[src/hw/rtl/qam_hard_decision_demapper_assert.svh]
`ifndef QAM_HARD_DECISION_DEMAPPER_ASSERT_SVH
`define QAM_HARD_DECISION_DEMAPPER_ASSERT_SVH

// clocked check, disabled while reset is low
`define QHD_CHECK(lbl, clk, rst_n, prop, msg) \
    lbl: assert property (@(posedge clk) disable iff (!rst_n) prop) else $error(msg);

// clocked check that also runs through reset
`define QHD_CHECK_ALWAYS(lbl, clk, prop, msg) \
    lbl: assert property (@(posedge clk) prop) else $error(msg);

`endif

[src/hw/rtl/qhd_pkg.sv]
package qhd_pkg;

    localparam int SAMPLE_WIDTH = 16;
    localparam int FRAC_BITS    = 13;

    localparam int ORDER_W  = 2;
    localparam int INDEX_W  = 6;
    localparam int BPS_W    = 3;
    localparam int ADDR_W   = 3;
    localparam int DATA_W   = 32;

    localparam logic [ORDER_W-1:0] ORDER_QAM4  = 2'd0;
    localparam logic [ORDER_W-1:0] ORDER_QAM16 = 2'd1;
    localparam logic [ORDER_W-1:0] ORDER_QAM64 = 2'd2;

    localparam logic [ADDR_W-3:0] REG_QAM_ORDER = 1'd0;

    localparam logic [BPS_W-1:0] BPS_QAM4  = 3'd2;
    localparam logic [BPS_W-1:0] BPS_QAM16 = 3'd4;
    localparam logic [BPS_W-1:0] BPS_QAM64 = 3'd6;

    localparam int K_QAM4    = 2;
    localparam int K_QAM16   = 4;
    localparam int K_QAM64   = 8;
    localparam int DEN_QAM4  = 2;
    localparam int DEN_QAM16 = 10;
    localparam int DEN_QAM64 = 42;

    typedef struct packed {
        logic signed [SAMPLE_WIDTH-1:0] rx_i;
        logic signed [SAMPLE_WIDTH-1:0] rx_q;
    } t_rx_sample;

    typedef struct packed {
        logic [INDEX_W-1:0] symbol_index;
        logic [BPS_W-1:0]   bits_per_symbol;
    } t_decision;

    // round(mag * 2^frac / sqrt(den)) by a bitwise root search, no division
    function automatic longint level_mag(int frac, int mag, int den);
        logic [127:0] t;
        logic [127:0] sq;
        logic [63:0]  s;
        logic [63:0]  c;
        t = 128'(mag * mag) << (2 * frac + 2);
        s = '0;
        for (int b = 40; b >= 0; b--) begin
            c  = s | (64'd1 << b);
            sq = 128'(c) * 128'(c) * 128'(den);
            if (sq <= t) begin
                s = c;
            end
        end
        return longint'((s + 64'd1) >> 1);
    endfunction

    function automatic longint level(int frac, int k, int den, int a);
        int lv;
        lv = 2 * a - k + 1;
        if (lv < 0) begin
            return -level_mag(frac, -lv, den);
        end
        return level_mag(frac, lv, den);
    endfunction

    // twice the midpoint between levels j and j+1
    function automatic longint threshold(int frac, int k, int den, int j);
        return level(frac, k, den, j) + level(frac, k, den, j + 1);
    endfunction

endpackage

[src/hw/rtl/qam_hard_decision_demapper.sv]
// channel   | ports                            | transfer
// ----------+----------------------------------+------------------------------------
// sample in | start, busy, i_sample            | edge with start high, busy low
// decision  | o_done, o_result                 | edge ending the cycle o_done is high
// config    | psel, penable, pwrite, paddr ... | edge with psel, penable, pwrite high
//
// One sample per cycle; busy never rises. Each decision passes through the input register,
// the per-axis threshold compare and the result register.
// Synchronous reset clears the valid flags and sets qam_order to 4-QAM.
// The decision strobe cannot be held off.
`include "qam_hard_decision_demapper_assert.svh"

module qam_hard_decision_demapper #(
    parameter int FRAC_BITS = qhd_pkg::FRAC_BITS
) (
    input  logic                            i_clk,
    input  logic                            i_rst_n,
    input  logic                            start,
    output logic                            busy,
    input  qhd_pkg::t_rx_sample             i_sample,
    output logic                            o_done,
    output qhd_pkg::t_decision              o_result,
    input  logic                            psel,
    input  logic                            penable,
    input  logic                            pwrite,
    input  logic [qhd_pkg::ADDR_W-1:0]      paddr,
    input  logic [qhd_pkg::DATA_W-1:0]      pwdata,
    output logic [qhd_pkg::DATA_W-1:0]      prdata,
    output logic                            pready
);

    localparam int SW = qhd_pkg::SAMPLE_WIDTH;
    localparam int CW = ((SW > FRAC_BITS + 3) ? SW : FRAC_BITS + 3) + 2;

    logic [qhd_pkg::ORDER_W-1:0] r_qam_order;
    logic                        r_in_valid;
    qhd_pkg::t_rx_sample         r_in;
    logic                        r_done;
    qhd_pkg::t_decision          r_result;
    qhd_pkg::t_decision          n_result;
    logic                        w_accept;
    logic                        w_reg_hit;
    logic signed [CW-1:0]        w_xi2;
    logic signed [CW-1:0]        w_xq2;
    logic [0:0]                  w_gt4_i;
    logic [0:0]                  w_gt4_q;
    logic [2:0]                  w_gt16_i;
    logic [2:0]                  w_gt16_q;
    logic [6:0]                  w_gt64_i;
    logic [6:0]                  w_gt64_q;
    logic [1:0]                  w_a16_i;
    logic [1:0]                  w_a16_q;
    logic [2:0]                  w_a64_i;
    logic [2:0]                  w_a64_q;
    logic                        w_bps_legal;
    logic                        w_index_fits;

    assign busy     = 1'b0;
    assign pready   = 1'b1;
    assign w_accept = start && !busy;
    assign w_reg_hit = (paddr[qhd_pkg::ADDR_W-1:2] == qhd_pkg::REG_QAM_ORDER);

    always_ff @(posedge i_clk) begin
        if (!i_rst_n) begin
            r_qam_order <= qhd_pkg::ORDER_QAM4;
        end else if (psel && penable && pwrite && pready && w_reg_hit) begin
            r_qam_order <= pwdata[qhd_pkg::ORDER_W-1:0];
        end
    end

    always_comb begin
        prdata = '0;
        if (w_reg_hit) begin
            prdata = {{(qhd_pkg::DATA_W - qhd_pkg::ORDER_W){1'b0}}, r_qam_order};
        end
    end

    always_ff @(posedge i_clk) begin
        if (!i_rst_n) begin
            r_in_valid <= 1'b0;
            r_done     <= 1'b0;
        end else begin
            r_in_valid <= w_accept;
            r_done     <= r_in_valid;
        end
    end

    always_ff @(posedge i_clk) begin
        if (w_accept) begin
            r_in <= i_sample;
        end
        r_result <= n_result;
    end

    assign w_xi2 = {{(CW - 1 - SW){r_in.rx_i[SW-1]}}, r_in.rx_i, 1'b0};
    assign w_xq2 = {{(CW - 1 - SW){r_in.rx_q[SW-1]}}, r_in.rx_q, 1'b0};

    for (genvar j = 0; j < 1; j++) begin : g_th4
        localparam logic signed [CW-1:0] TH = CW'(qhd_pkg::threshold(
            FRAC_BITS, qhd_pkg::K_QAM4, qhd_pkg::DEN_QAM4, j));
        assign w_gt4_i[j] = (w_xi2 > TH);
        assign w_gt4_q[j] = (w_xq2 > TH);
    end

    for (genvar j = 0; j < 3; j++) begin : g_th16
        localparam logic signed [CW-1:0] TH = CW'(qhd_pkg::threshold(
            FRAC_BITS, qhd_pkg::K_QAM16, qhd_pkg::DEN_QAM16, j));
        assign w_gt16_i[j] = (w_xi2 > TH);
        assign w_gt16_q[j] = (w_xq2 > TH);
    end

    for (genvar j = 0; j < 7; j++) begin : g_th64
        localparam logic signed [CW-1:0] TH = CW'(qhd_pkg::threshold(
            FRAC_BITS, qhd_pkg::K_QAM64, qhd_pkg::DEN_QAM64, j));
        assign w_gt64_i[j] = (w_xi2 > TH);
        assign w_gt64_q[j] = (w_xq2 > TH);
    end

    assign w_a16_i = 2'($countones(w_gt16_i));
    assign w_a16_q = 2'($countones(w_gt16_q));
    assign w_a64_i = 3'($countones(w_gt64_i));
    assign w_a64_q = 3'($countones(w_gt64_q));

    always_comb begin
        unique case (r_qam_order)
            qhd_pkg::ORDER_QAM4: begin
                n_result.symbol_index    = {4'd0, w_gt4_i, w_gt4_q};
                n_result.bits_per_symbol = qhd_pkg::BPS_QAM4;
            end
            qhd_pkg::ORDER_QAM16: begin
                n_result.symbol_index    = {2'd0, w_a16_i, w_a16_q};
                n_result.bits_per_symbol = qhd_pkg::BPS_QAM16;
            end
            default: begin
                n_result.symbol_index    = {w_a64_i, w_a64_q};
                n_result.bits_per_symbol = qhd_pkg::BPS_QAM64;
            end
        endcase
    end

    assign o_done   = r_done;
    assign o_result = r_result;

    assign w_bps_legal  = (o_result.bits_per_symbol == qhd_pkg::BPS_QAM4)
                       || (o_result.bits_per_symbol == qhd_pkg::BPS_QAM16)
                       || (o_result.bits_per_symbol == qhd_pkg::BPS_QAM64);
    assign w_index_fits = ((o_result.symbol_index >> o_result.bits_per_symbol) == '0);

    `QHD_CHECK(a_latency, i_clk, i_rst_n, w_accept |-> ##2 o_done, "decision missing")
    `QHD_CHECK(a_bps_legal, i_clk, i_rst_n, o_done |-> w_bps_legal, "bad bit count")
    `QHD_CHECK(a_index_fits, i_clk, i_rst_n, o_done |-> w_index_fits, "index too wide")
    `QHD_CHECK_ALWAYS(a_reset_quiet, i_clk, !i_rst_n |=> !o_done && !r_in_valid, "strobe in reset")

endmodule

[config.mk]
export PLATFORM = sky130hd
export DESIGN_NAME = qam_hard_decision_demapper
export DESIGN_NICKNAME = d
export VERILOG_FILES = /design/src/hw/rtl/qhd_pkg.sv /design/src/hw/rtl/qam_hard_decision_demapper.sv
export VERILOG_INCLUDE_DIRS = /design/src /design/src/hw/rtl
export SDC_FILE = /design/constraint.sdc
export NUM_CORES = 1
export LEC_CHECK = 0
export ABC_AREA = 1
export BUFFER_PORTS_ARGS = -buffer_cell sky130_fd_sc_hd__clkbuf_2
export CELL_PAD_IN_SITES_DETAIL_PLACEMENT = 1
export CELL_PAD_IN_SITES_GLOBAL_PLACEMENT = 2
export CORE_ASPECT_RATIO = 0.9
export CORE_MARGIN = 4
export CORE_UTILIZATION = 28
export DETAILED_ROUTE_END_ITERATION = 12
export PLACE_DENSITY = 0.84
export SLEW_MARGIN = 20
export SYNTH_ARGS = -nofsm -noshare
export SYNTH_HDL_FRONTEND = slang
export SYNTH_SLANG_ARGS = --single-unit
[constraint.sdc]
create_clock -name i_clk -period 9.79 [get_ports i_clk]
set_input_delay 1.958 -clock i_clk [delete_from_list [all_inputs] [get_ports i_clk]]
set_output_delay 1.958 -clock i_clk [all_outputs]
set_load 0.01 [all_outputs]
==> load_flow_metrics.sql, run 1 <==
INSERT INTO impl_metrics (metric_group, metric, value, unit) VALUES
('status', 'run_status', 'complete, no violations', ''),
('grt', 'first_global_vias', '2704', ''),
('clocking', 'clkSlewWorstSetupHoldPaths', '0.06', 'ns'),
('hold_path', 'type_of_the_worst_min_delay_path', 'reg -> reg', ''),
('cells_and_area', 'post_route_cells_drive_above_1_share', '14.4', '%'),
('die', 'floorplan.die_area', '12300', 'sq um'),
('cells_and_area', 'layout.cell_area.non_filler', '3370', 'sq um'),
('yosys', 'avgSynthCellArea', '7.55', 'sq um'),
('drt', 'drcViolationCount', '0', ''),
('cells_and_area', 'antenna_cells_inserted', '0', ''),
('setup_path', 'crit_arrival', '2.32', 'ns'),
('clocking', 'clk_latency', '0.28', 'ns'),
('grt', 'groute.layer.met1.usage', '17.6', '%'),
('yosys', 'synth_top_area_share', '32.5', '%'),
('yosys', 'synthesis.area', '2950', 'sq um'),
('die', 'row_count', '35', ''),
('power', 'power.combinational.fraction', '19.2', '%'),
('yosys', 'synth_warnings', '0', ''),
('yosys', 'synth-seq-area-share', '40.7', '%'),
('setup_path', 'critical_path_cell_with_the_highest_stage_delay', 'sky130_fd_sc_hd__clkbuf_2', ''),
('drt', 'drtAntennaViolNets', '0', ''),
('yosys', 'post-synth-top-area-cell', 'sky130_fd_sc_hd__edfxtp_1', ''),
('power', 'seqPwrFrac', '46.1', '%'),
('setup_path', 'path_class', 'in -> out', ''),
('cells_and_area', 'flow.area_growth_from_synthesis', '14.2', '%'),
('yosys', 'synth-edff-count', '32', ''),
('yosys', 'postSynthRegisterBits', '44', ''),
('setup_path', 'slowest_delay', '0.15', 'ns'),
('grt', 'grt-ovfl-total', '0', ''),
('clocking', 'number_of_cells_upsized_or_downsized_after_cts', '0', ''),
('clocking', 'tritoncts', 'done', ''),
('die', 'die_height', '105', 'um'),
('cells_and_area', 'post_layout_nonfiller_instances', '573', ''),
('grt', 'grt_util_met2', '22.9', '%'),
('timing', 'timing.fmax', '234', 'MHz'),
('yosys', 'async_reset_ff_share', '0', '%'),
('clocking', 'clk_root_buffer_cell', 'sky130_fd_sc_hd__clkbuf_16', ''),
('placement', 'io_buffer_count', '51', ''),
('power', 'vdd_ir_drop_max', '0.0781', 'mV'),
('clocking', 'tritoncts.num_buffers', '5', ''),
('setup_path', 'crit_chain', 'clkbuf_2 -> nor2_1 -> clkbuf_2', ''),
('power', 'power-per-cell-area', '151', 'nW/um^2'),
('drt', 'routedWlPerCell', '13.8', 'um'),
('clocking', 'ctsHtreeMaxLevel', '2', ''),
('grt', 'grtUsageTotal', '13.5', '%'),
('grt', 'grt-busiest-layer', 'met2', ''),
('timing', 'finalCritPeriodShare', '43.7', '%'),
('clocking', 'cts_setup_buffers', '0', ''),
('setup_path', 'critical_path.most_common_cell', 'sky130_fd_sc_hd__clkbuf_2', ''),
('power', 'power.static_leakage', '1.55', 'nW'),
('clocking', 'max-clock-path-buffers', '2', ''),
('die', 'core-area', '10300', 'sq um'),
('timing', 'min_clock_period_post_route', '4.27', 'ns'),
('placement', 'globalplace.congestion', '0.849', ''),
('timing', 'rsz0062_at_grt', 'no', ''),
('placement', 'post-place-cells', '565', ''),
('drt', 'drt_iter0_markers', '88', ''),
('grt', 'global_route_wire_length_before_repair', '13200', 'um'),
('setup_path', 'reg2reg_setup_slack', '6.09', 'ns'),
('die', 'top_level_i_o_count', '117', ''),
('timing', 'hold_violations', '0', ''),
('power', 'power.switching', '0.000147', 'W'),
('timing', 'worst_pin_slew', '0.825', 'ns'),
('power', 'netSwitchingFraction', '29.0', '%'),
('drt', 'detail_route.wirelength', '7900', 'um'),
('timing', 'timing.final.setup_violations', '0', ''),
('drt', 'firstDrtPassIters', '4', ''),
('yosys', 'syn-instance-count', '391', ''),
('setup_path', 'cp_max_fo', '3', ''),
('grt', 'grt_max_degree', '34', ''),
('clocking', 'clock_sink_count', '44', '');
-- kinds of logic (layout without fill, tap and decap cells) --
kind of cell / after synthesis / after routing / share of synthesized area, %
flops: 44 / 44 / 40.7
simple gates: 223 / 223 / 32.2
buf+inv: 85 / 107 / 15.4
other cells: 2 / 33 / 0.254
fa+ha+maj: 10 / 10 / 6.78
compound gates: 27 / 27 / 4.70
-- final timing paths --
path                         startpoint             endpoint  depth (start not counted)
hold / removal    r_in_valid$_SDFF_PN0_    o_done$_SDFF_PN0_                          2
setup / recovery               paddr[2]            prdata[1]                          3
setup reg to reg      r_in[7]$_DFFE_PP_  o_result[4]$_DFF_P_                         16
hold reg to reg   r_in_valid$_SDFF_PN0_    o_done$_SDFF_PN0_                          2
-- flip-flops by register name, indices dropped and copies added, names as in the netlist --
name,flops
r_in,32
o_result,8
r_qam_order,2
o_done,1
r_in_valid,1
-- power groups by stage --
stage	clock, W	sequential (W)	combinational [W]
after floorplan	0	0.000231	0.0000783
after global placement	0	0.000237	0.0000956
after detailed placement	0	0.000238	0.0000989
after CTS	0.000183	0.000234	0.0000994
after global routing	0.000191	0.000237	0.000118
final	0.000177	0.000234	0.0000975
-- through the flow --
step	total power, W	utilization, %	worst slack, ns
5_1_grt	0.000546	32.8	5.45
3_5_place_dp	0.000337	31.2	5.50
4_1_cts	0.000516	32.8	5.50
3_3_place_gp	0.000333	31.2	5.54
6_report	0.000509	32.8	5.52
2_1_floorplan	0.000309	-	5.70
-- layer usage --
layer,up-vias,routed length [um]
met3,9,455
met5,-,0
met4,0,112
met2,74,3840
met1,1227,3490
li1,1294,-
-- cell type report --
class | count | area [sq um]
Multi-Input combinational cell | 293 | 1410
Inverter | 48 | 180
Clock inverter | 1 | 5.00
Timing Repair Buffer | 51 | 255
Fill cell | 1286 | 6920
Tap cell | 129 | 161
Clock buffer | 7 | 155
Sequential cell | 44 | 1200
-- layout by cell type (no fill, tap or decap), types with 2 or more instances in the layout --
master / instances
sky130_fd_sc_hd__nand4_1: 8
sky130_fd_sc_hd__clkbuf_16: 6
sky130_fd_sc_hd__fa_1: 10
sky130_fd_sc_hd__o22ai_1: 2
sky130_fd_sc_hd__conb_1: 33
sky130_fd_sc_hd__nand2_1: 90
sky130_fd_sc_hd__o21ai_0: 12
sky130_fd_sc_hd__a21oi_1: 12
sky130_fd_sc_hd__dfxtp_1: 12
sky130_fd_sc_hd__nand3b_1: 3
sky130_fd_sc_hd__nor2_1: 69
sky130_fd_sc_hd__nor3_1: 14
sky130_fd_sc_hd__nand3_1: 33
sky130_fd_sc_hd__clkbuf_2: 52
sky130_fd_sc_hd__edfxtp_1: 32
sky130_fd_sc_hd__inv_1: 47
-- critical path: cells and delay by family --
kind | cells | cell delay (ns)
buffers and inverters | 2 | 0.25
AND/OR/NAND/NOR | 1 | 0.11
No activity file was read; power rests on OpenSTA's default activity.
==> run 2: changes to the inputs <==
--- a/config.mk
+++ b/config.mk
@@ -12,9 +12,9 @@
 export CELL_PAD_IN_SITES_GLOBAL_PLACEMENT = 2
 export CORE_ASPECT_RATIO = 0.9
 export CORE_MARGIN = 4
-export CORE_UTILIZATION = 28
+export CORE_UTILIZATION = 24
 export DETAILED_ROUTE_END_ITERATION = 12
-export PLACE_DENSITY = 0.84
+export PLACE_DENSITY = 0.76
 export SLEW_MARGIN = 20
 export SYNTH_ARGS = -nofsm -noshare
 export SYNTH_HDL_FRONTEND = slang
==> constraint.sdc (replaced) <==
create_clock -name i_clk -period 3.7 [get_ports i_clk]
set_input_delay 0.74 -clock i_clk [delete_from_list [all_inputs] [get_ports i_clk]]
set_output_delay 0.74 -clock i_clk [all_outputs]
set_load 0.01 [all_outputs]
==> run 2 against run 1 <==
Clock skew decreased by 0.0011 ns. Worst setup slack worse by 5.3 ns. First-iteration DRC count increased by 17%. Global-route usage decreased by 1.9 points. Design area up 5.0%. Critical path type is now reg -> reg.
==> load_flow_metrics.sql, run 2 (synthesis results as in run 1) <==
INSERT INTO impl_metrics (metric_group, metric, value, unit) VALUES
('status', 'run_status', 'complete, no violations', ''),
('setup_path', 'crit_arrival', '3.66', 'ns'),
('setup_path', 'cp.required', '3.88', 'ns'),
('setup_path', 'cp_max_fo', '3', ''),
('grt', 'antenna_violations_before_repair', '0', ''),
('timing', 'worst_pin_slew', '0.869', 'ns'),
('grt', 'global_route_wire_length_before_repair', '13400', 'um'),
('drt', 'detail_route.wirelength', '8240', 'um'),
('setup_path', 'slowest_delay', '0.55', 'ns'),
('grt', 'first_global_vias', '2687', ''),
('power', 'fin_total_pwr', '0.00140', 'W'),
('die', 'die_height', '113', 'um'),
('clocking', 'ctsHtreeMaxLevel', '2', ''),
('grt', 'groute.layer.met1.usage', '15.5', '%'),
('timing', 'finalCritPeriodShare', '94.2', '%'),
('clocking', 'tritoncts', 'done', ''),
('setup_path', 'critical_path_cell_with_the_highest_stage_delay', 'sky130_fd_sc_hd__fa_1', ''),
('cells_and_area', 'most_frequent_cells_in_the_layout', '90 x sky130_fd_sc_hd__nand2_1, 66 x sky130_fd_sc_hd__nor2_1, 51 x sky130_fd_sc_hd__clkbuf_2', ''),
('cells_and_area', 'mostFrequentLayoutCell', 'sky130_fd_sc_hd__nand2_1', ''),
('die', 'top_level_i_o_count', '117', ''),
('grt', 'grt-ovfl-total', '0', ''),
('drt', 'routedWlPerCell', '13.3', 'um'),
('timing', 'timing.final.setup_violations', '0', ''),
('timing', 'timing.final.max_slew_violations', '0', ''),
('placement', 'post-place-cells', '606', ''),
('power', 'power-per-cell-area', '394', 'nW/um^2'),
('placement', 'hpwlAfterDp', '6790', 'um'),
('placement', 'io_buffer_count', '51', ''),
('drt', 'vias_per_cell', '4.28', ''),
('clocking', 'clkSlewWorstSetupHoldPaths', '0.06', 'ns'),
('cells_and_area', 'top_register', 'r_in', ''),
('clocking', 'cts_hold_repair.buffers', '0', ''),
('power', 'power.static_leakage', '1.62', 'nW'),
('cells_and_area', 'fin_nets', '542', ''),
('timing', 'slew_headroom', '42.1', '%'),
('clocking', 'max-clock-path-buffers', '2', ''),
('power', 'vdd_ir_drop_max', '0.149', 'mV'),
('hold_path', 'type_of_the_worst_min_delay_path', 'reg -> reg', ''),
('cells_and_area', 'post_layout_nonfiller_instances', '620', ''),
('setup_path', 'crit_chain', 'buf_4 -> nor2_1 -> nand3_1 -> nor2_1 -> nand3_1 -> nand2_1 -> nand2_1 -> fa_1 -> fa_1 -> inv_1 -> fa_1 -> inv_1 -> fa_1 -> nand2_1 -> o21ai_0 -> inv_1 -> nand2_1', ''),
('setup_path', 'critPathBufInv', '4', ''),
('die', 'floorplan.die_area', '14100', 'sq um'),
('setup_path', 'path_class', 'reg -> reg', ''),
('die', 'core-area', '12000', 'sq um'),
('job', 'timing.max_cap.violations', '0', ''),
('timing', 'final.setup_skew', '0.00208', 'ns'),
('timing', 'rsz0062_at_grt', 'no', ''),
('timing', 'hold_violations', '0', ''),
('clocking', 'tritoncts.num_buffers', '5', ''),
('drt', 'drt_iter0_markers', '103', ''),
('timing', 'min_clock_period_post_route', '3.48', 'ns'),
('grt', 'grt_util_met2', '19.3', '%'),
('cells_and_area', 'fillers', '1502', ''),
('cells_and_area', 'flow.area_growth_from_synthesis', '20.0', '%'),
('cells_and_area', 'post_route_cells_drive_above_1_share', '18.0', '%'),
('die', 'initial_core_util', '24.5', '%'),
('setup_path', 'cp_top_family', 'adder cells', ''),
('drt', 'detailroute.via_count', '2656', ''),
('clocking', 'clk_root_buffer_cell', 'sky130_fd_sc_hd__clkbuf_16', ''),
('grt', 'grtUsageTotal', '11.6', '%'),
('grt', 'grt.met3_usage', '2.45', '%'),
('setup_path', 'critical_path.startpoint_type', 'flip-flop', ''),
('timing', 'timing.fmax', '287', 'MHz'),
('die', 'row_count', '38', ''),
('die', 'die_w', '125', 'um'),
('cells_and_area', 'antenna_cells_inserted', '0', ''),
('drt', 'drcViolationCount', '0', ''),
('placement', 'globalplace.congestion', '0.864', ''),
('cells_and_area', 'largest_register_ffs', '32', ''),
('clocking', 'clock_sink_count', '44', ''),
('drt', 'drtAntennaViolNets', '0', ''),
('setup_path', 'critical_path.endpoint_type', 'flip-flop', ''),
('grt', 'grt-busiest-layer', 'met2', ''),
('clocking', 'clk_latency', '0.28', 'ns'),
('timing', 'setup_tns', '0', 'ns'),
('grt', 'grt_max_degree', '34', ''),
('drt', 'firstDrtPassIters', '4', '');
==> run 2: changes by cell type in the layout (fill, tap and decap cells not counted) <==
| cell | before | now |
|---|---|---|
| sky130_fd_sc_hd__bufinv_16 | 0 | 1 |
| sky130_fd_sc_hd__inv_2 | 1 | 2 |
| sky130_fd_sc_hd__inv_1 | 47 | 46 |
| sky130_fd_sc_hd__buf_4 | 0 | 16 |
| sky130_fd_sc_hd__clkbuf_2 | 52 | 51 |
| sky130_fd_sc_hd__clkbuf_1 | 0 | 1 |
| sky130_fd_sc_hd__nor2_1 | 69 | 66 |
| sky130_fd_sc_hd__nor2_2 | 0 | 3 |
| sky130_fd_sc_hd__clkbuf_16 | 6 | 5 |
==> run 2: area by class of cell <==
cell class	count	area, sq um	area share, %
Inverter	48	180	5.09
Tap cell	160	200	5.65
Clock inverter	2	35.0	0.989
Sequential cell	44	1200	33.9
Multi-Input combinational cell	293	1420	40.1
Timing Repair Buffer	67	375	10.6
Clock buffer	6	129	3.64
==> run 2: worst paths after layout <==
| check | start | end | slack (ns) | cells past startpoint |
|---|---|---|---|---|
| max reg2reg | r_in[0]$_DFFE_PP_ | o_result[4]$_DFF_P_ | 0.22 | 17 |
| min | r_in_valid$_SDFF_PN0_ | o_done$_SDFF_PN0_ | 0.42 | 2 |
| min reg2reg | r_in_valid$_SDFF_PN0_ | o_done$_SDFF_PN0_ | 0.42 | 2 |
| max | r_in[0]$_DFFE_PP_ | o_result[4]$_DFF_P_ | 0.22 | 17 |
==> run 2: power breakdown <==
group	total (W)	switching, W	internal (W)
clock network	0.000499	0.000181	0.000318
registers	0.000610	0.0000381	0.000572
logic	0.000289	0.000182	0.000107
total	0.00140	0.000401	0.000996
==> run 2: worst register-to-register path, delay by kind of cell (launching register included) <==
kind	cells	cell delay (ns)
AND/OR/NAND/NOR	8	0.71
AO/OA/AOI/OAI	1	0.07
buffers and inverters	4	0.35
flip-flops	1	0.44
adder cells (fa/ha/maj)	4	1.82
==> run 2: timing repair <==
action / CTS / global route
buffers inserted: 0 / 6
setup endpoints to repair: 0 / 1
resized for setup: 0 / 4
==> run 2: through the flow <==
step / setup WS, ns / instance area [sq um] / util [%] / hold slack, ns
after floorplan: 0.416 / 3070 / - / 0.390
after global placement: 0.183 / 3330 / 27.6 / 0.400
after detailed placement: 0.176 / 3330 / 27.6 / 0.405
after CTS: 0.172 / 3490 / 29.0 / 0.421
after global routing: 0.00589 / 3540 / 29.4 / 0.453
final: 0.216 / 3540 / 29.4 / 0.419
==> run 2: per-layer routing <==
metal	up-vias	share of wire (%)
met4	0	0.93
met5	-	0
met3	8	6.8
met2	83	46
li1	1325	-
met1	1240	46
==> run 3: changes to the inputs <==
--- a/config.mk
+++ b/config.mk
@@ -6,13 +6,13 @@
 export SDC_FILE = /design/constraint.sdc
 export NUM_CORES = 1
 export LEC_CHECK = 0
-export ABC_AREA = 1
+export ABC_AREA = 0
 export BUFFER_PORTS_ARGS = -buffer_cell sky130_fd_sc_hd__clkbuf_2
 export CELL_PAD_IN_SITES_DETAIL_PLACEMENT = 1
 export CELL_PAD_IN_SITES_GLOBAL_PLACEMENT = 2
 export CORE_ASPECT_RATIO = 0.9
 export CORE_MARGIN = 4
-export CORE_UTILIZATION = 24
+export CORE_UTILIZATION = 25
 export DETAILED_ROUTE_END_ITERATION = 12
 export PLACE_DENSITY = 0.76
 export SLEW_MARGIN = 20
==> run 3 against run 2 <==
Synthesized area shrank 13%. Sequential share of layout area up 3.3 points. Non-clock buffer count increased by 14. First-iteration DRC count down 36%.
==> load_flow_metrics.sql, run 3 <==
INSERT INTO impl_metrics (metric_group, metric, value, unit) VALUES
('cells_and_area', 'layout.cell_area.non_filler', '3230', 'sq um'),
('yosys', 'postSynthRegisterBits', '44', ''),
('yosys', 'synthesis.area', '2580', 'sq um'),
('timing', 'timing.final.max_slew_violations', '0', ''),
('setup_path', 'worstReg2RegEnd', 'o_result[4]$_DFF_P_', ''),
('cells_and_area', 'final_core_util', '32.7', '%'),
('cells_and_area', 'fin_nets', '406', ''),
('yosys', 'post-synth-top-area-cell', 'sky130_fd_sc_hd__edfxtp_1', ''),
('die', 'die_w', '115', 'um'),
('clocking', 'clk_root_buffer_cell', 'sky130_fd_sc_hd__clkbuf_16', ''),
('yosys', 'synth_warnings', '0', ''),
('yosys', 'yosys-top-cells-area', 'sky130_fd_sc_hd__edfxtp_1 37%, sky130_fd_sc_hd__buf_4 9.6%, sky130_fd_sc_hd__dfxtp_1 9.3%', ''),
('yosys', 'synth-edff-count', '32', ''),
('grt', 'grt-ovfl-total', '0', ''),
('power', 'power.combinational.fraction', '21.4', '%'),
('setup_path', 'path_class', 'reg -> reg', ''),
('clocking', 'tritoncts', 'done', ''),
('drt', 'drcViolationCount', '0', ''),
('drt', 'drtAntennaViolNets', '0', ''),
('yosys', 'syn-instance-count', '248', ''),
('power', 'netSwitchingFraction', '28.5', '%'),
('drt', 'detail_route.wirelength', '6470', 'um'),
('grt', 'global_route_wire_length_before_repair', '10200', 'um'),
('power', 'power-per-cell-area', '405', 'nW/um^2'),
('job', 'timing.max_cap.violations', '0', ''),
('cells_and_area', 'post_layout_nonfiller_instances', '449', ''),
('timing', 'worst_pin_slew', '0.832', 'ns'),
('setup_path', 'cp_max_fo', '2', ''),
('die', 'core-area', '9870', 'sq um'),
('die', 'top_level_i_o_count', '117', ''),
('placement', 'globalplace.congestion', '0.803', ''),
('yosys', 'synth-seq-area-share', '46.6', '%'),
('status', 'run_status', 'complete, no violations', ''),
('timing', 'timing.final.setup_violations', '0', ''),
('cells_and_area', 'antenna_cells_inserted', '0', ''),
('power', 'power.switching', '0.000374', 'W'),
('clocking', 'clock_sink_count', '44', ''),
('clocking', 'clk_latency', '0.29', 'ns'),
('clocking', 'tritoncts.num_buffers', '5', ''),
('grt', 'grt_max_degree', '34', ''),
('power', 'vdd_ir_drop_max', '0.186', 'mV'),
('die', 'row_count', '34', ''),
('timing', 'setup_tns', '0', 'ns'),
('cells_and_area', 'flow.area_growth_from_synthesis', '25.3', '%'),
('clocking', 'ctsHtreeMaxLevel', '2', ''),
('timing', 'slew_headroom', '44.6', '%'),
('drt', 'firstDrtPassIters', '4', ''),
('yosys', 'synthFlopType', 'sky130_fd_sc_hd__edfxtp_1', ''),
('placement', 'postPlaceCellArea', '3020', 'sq um'),
('setup_path', 'critical_path.startpoint_type', 'flip-flop', ''),
('cells_and_area', 'largest_register_ffs', '32', ''),
('yosys', 'async_reset_ff_share', '0', '%'),
('die', 'floorplan.die_area', '12000', 'sq um'),
('cells_and_area', 'post_route_cells_drive_above_1_share', '32.5', '%'),
('setup_path', 'timing.reg2reg.worst_path_depth', '13', ''),
('yosys', 'synth.distinct_cells', '49', ''),
('timing', 'finalCritPeriodShare', '96.6', '%'),
('timing', 'timing.fmax', '280', 'MHz'),
('timing', 'final.setup_skew', '0.00581', 'ns'),
('power', 'power.clock.fraction', '33.2', '%'),
('hold_path', 'type_of_the_worst_min_delay_path', 'reg -> reg', ''),
('yosys', 'synth.most_common_cell', 'sky130_fd_sc_hd__buf_4', ''),
('placement', 'hpwlAfterDp', '5050', 'um'),
('timing', 'rsz0062_at_grt', 'yes', ''),
('power', 'power.static_leakage', '1.32', 'nW'),
('grt', 'antenna_violations_before_repair', '0', ''),
('setup_path', 'reg2reg_setup_slack', '0.13', 'ns'),
('setup_path', 'crit_arrival', '3.75', 'ns'),
('drt', 'drt_iter0_markers', '66', ''),
('grt', 'first_global_vias', '2003', ''),
('placement', 'post-place-cells', '439', ''),
('grt', 'grtUsageTotal', '10.7', '%'),
('drt', 'detailroute.via_count', '2034', ''),
('placement', 'io_buffer_count', '51', ''),
('power', 'cell_internal_power', '0.000937', 'W'),
('timing', 'min_clock_period_post_route', '3.57', 'ns'),
('yosys', 'avgSynthCellArea', '10.4', 'sq um'),
('clocking', 'cts_hold_repair.buffers', '0', ''),
('cells_and_area', 'top_register', 'r_in', ''),
('cells_and_area', 'mostFrequentLayoutCell', 'sky130_fd_sc_hd__clkbuf_2', ''),
('setup_path', 'crit-reg2reg-launch', 'r_in[9]$_DFFE_PP_', ''),
('power', 'seqPwrFrac', '45.5', '%'),
('yosys', 'synth_top_area_share', '37.2', '%'),
('drt', 'routedWlPerCell', '14.4', 'um'),
('yosys', 'ys_top_cells_by_count', '33 x sky130_fd_sc_hd__buf_4, 32 x sky130_fd_sc_hd__edfxtp_1, 20 x sky130_fd_sc_hd__nor2_1', ''),
('drt', 'vias_per_cell', '4.53', ''),
('timing', 'hold_violations', '0', ''),
('setup_path', 'cp.required', '3.88', 'ns'),
('clocking', 'max-clock-path-buffers', '2', ''),
('setup_path', 'crit_path_capture', 'o_result[4]$_DFF_P_', ''),
('clocking', 'clkSlewWorstSetupHoldPaths', '0.07', 'ns'),
('setup_path', 'worst_setup_path_startpoint', 'r_in[9]$_DFFE_PP_', ''),
('cells_and_area', 'most_frequent_cells_in_the_layout', '51 x sky130_fd_sc_hd__clkbuf_2, 33 x sky130_fd_sc_hd__conb_1, 32 x sky130_fd_sc_hd__edfxtp_1', ''),
('die', 'die_height', '104', 'um'),
('die', 'initial_core_util', '26.1', '%'),
('setup_path', 'critical_path.endpoint_type', 'flip-flop', '');
run 3: cell families (layout without fill, tap and decap cells):
kind of cell,count (synthesis),count (layout),synth area share [%]
multiplexers,2,2,0.776
other,2,33,0.291
buffers and inverters,51,95,12.5
AO/OA/AOI/OAI,49,49,13.6
adder cells (fa/ha/maj),10,10,7.76
AND/OR/NAND/NOR,90,90,18.5
flip-flops,44,44,46.6
run 3: worst min-delay path by stage:
stage	start	end	slack, ns	depth (start not counted)
floorplan	r_in_valid$_SDFF_PN0_	o_done$_SDFF_PN0_	0.41	1
global placement	r_in_valid$_SDFF_PN0_	o_done$_SDFF_PN0_	0.42	1
detailed placement	r_in_valid$_SDFF_PN0_	o_done$_SDFF_PN0_	0.42	1
CTS	r_in_valid$_SDFF_PN0_	o_done$_SDFF_PN0_	0.44	1
global route	r_in_valid$_SDFF_PN0_	o_done$_SDFF_PN0_	0.47	1
finish	r_in_valid$_SDFF_PN0_	o_done$_SDFF_PN0_	0.44	1
run 3: worst max-delay path, cell delays in order, from the launching register on:
cell and delay (ns):
sky130_fd_sc_hd__edfxtp_1 0.41, sky130_fd_sc_hd__a2111oi_2 0.39, sky130_fd_sc_hd__buf_4 0.18, sky130_fd_sc_hd__o211ai_1 0.08, sky130_fd_sc_hd__o31a_1 0.12, sky130_fd_sc_hd__o21a_1 0.22, sky130_fd_sc_hd__fa_1 0.49, sky130_fd_sc_hd__fa_1 0.51
sky130_fd_sc_hd__inv_2 0.04, sky130_fd_sc_hd__fa_2 0.36, sky130_fd_sc_hd__inv_1 0.07, sky130_fd_sc_hd__fa_1 0.42, sky130_fd_sc_hd__a21oi_2 0.12, sky130_fd_sc_hd__o31ai_1 0.07
run 3: area by class of cell:
class	count	area, sq um
inverters	7	26.3
fillers	1159	6640
well taps	126	158
clock buffers	5	125
repair buffers	81	484
multi-input cells	184	1220
flip-flops and latches	44	1200
clock inverters	2	12.5
run 3: through the flow:
stage	power [W]	setup WS (ns)	hold slack, ns
after floorplan	0.000788	0.0421	0.412
after global placement	0.000863	-0.0886	0.423
after detailed placement	0.000872	-0.115	0.421
after CTS	0.00132	0.0196	0.437
after global routing	0.00139	-0.00687	0.468
final	0.00131	0.127	0.435
run 3: routing by layer:
layer	vias up	track usage, %	share of wire (%)	wire [um]
li1	992	-	-	-
met4	0	3.52	1.5	98
met1	940	15.6	49	3140
met2	92	15.4	42	2720
met5	-	0	0	0
met3	10	2.39	7.8	508
run 3: power groups by stage:
stage | Combinational (W) | Clock [W] | Sequential (W)
final | 0.000280 | 0.000435 | 0.000596
after global routing | 0.000320 | 0.000469 | 0.000601
after CTS | 0.000275 | 0.000452 | 0.000595
after detailed placement | 0.000268 | 0 | 0.000604
after global placement | 0.000261 | 0 | 0.000602
after floorplan | 0.000188 | 0 | 0.000600
run 3: repair_timing:
item / in CTS / in global routing
resized for setup: 7 / 7
setup buffers: 3 / 0
endpoints found under the hold margin: 0 / 0
pin swaps: 8 / 10
setup endpoints to repair: 2 / 3
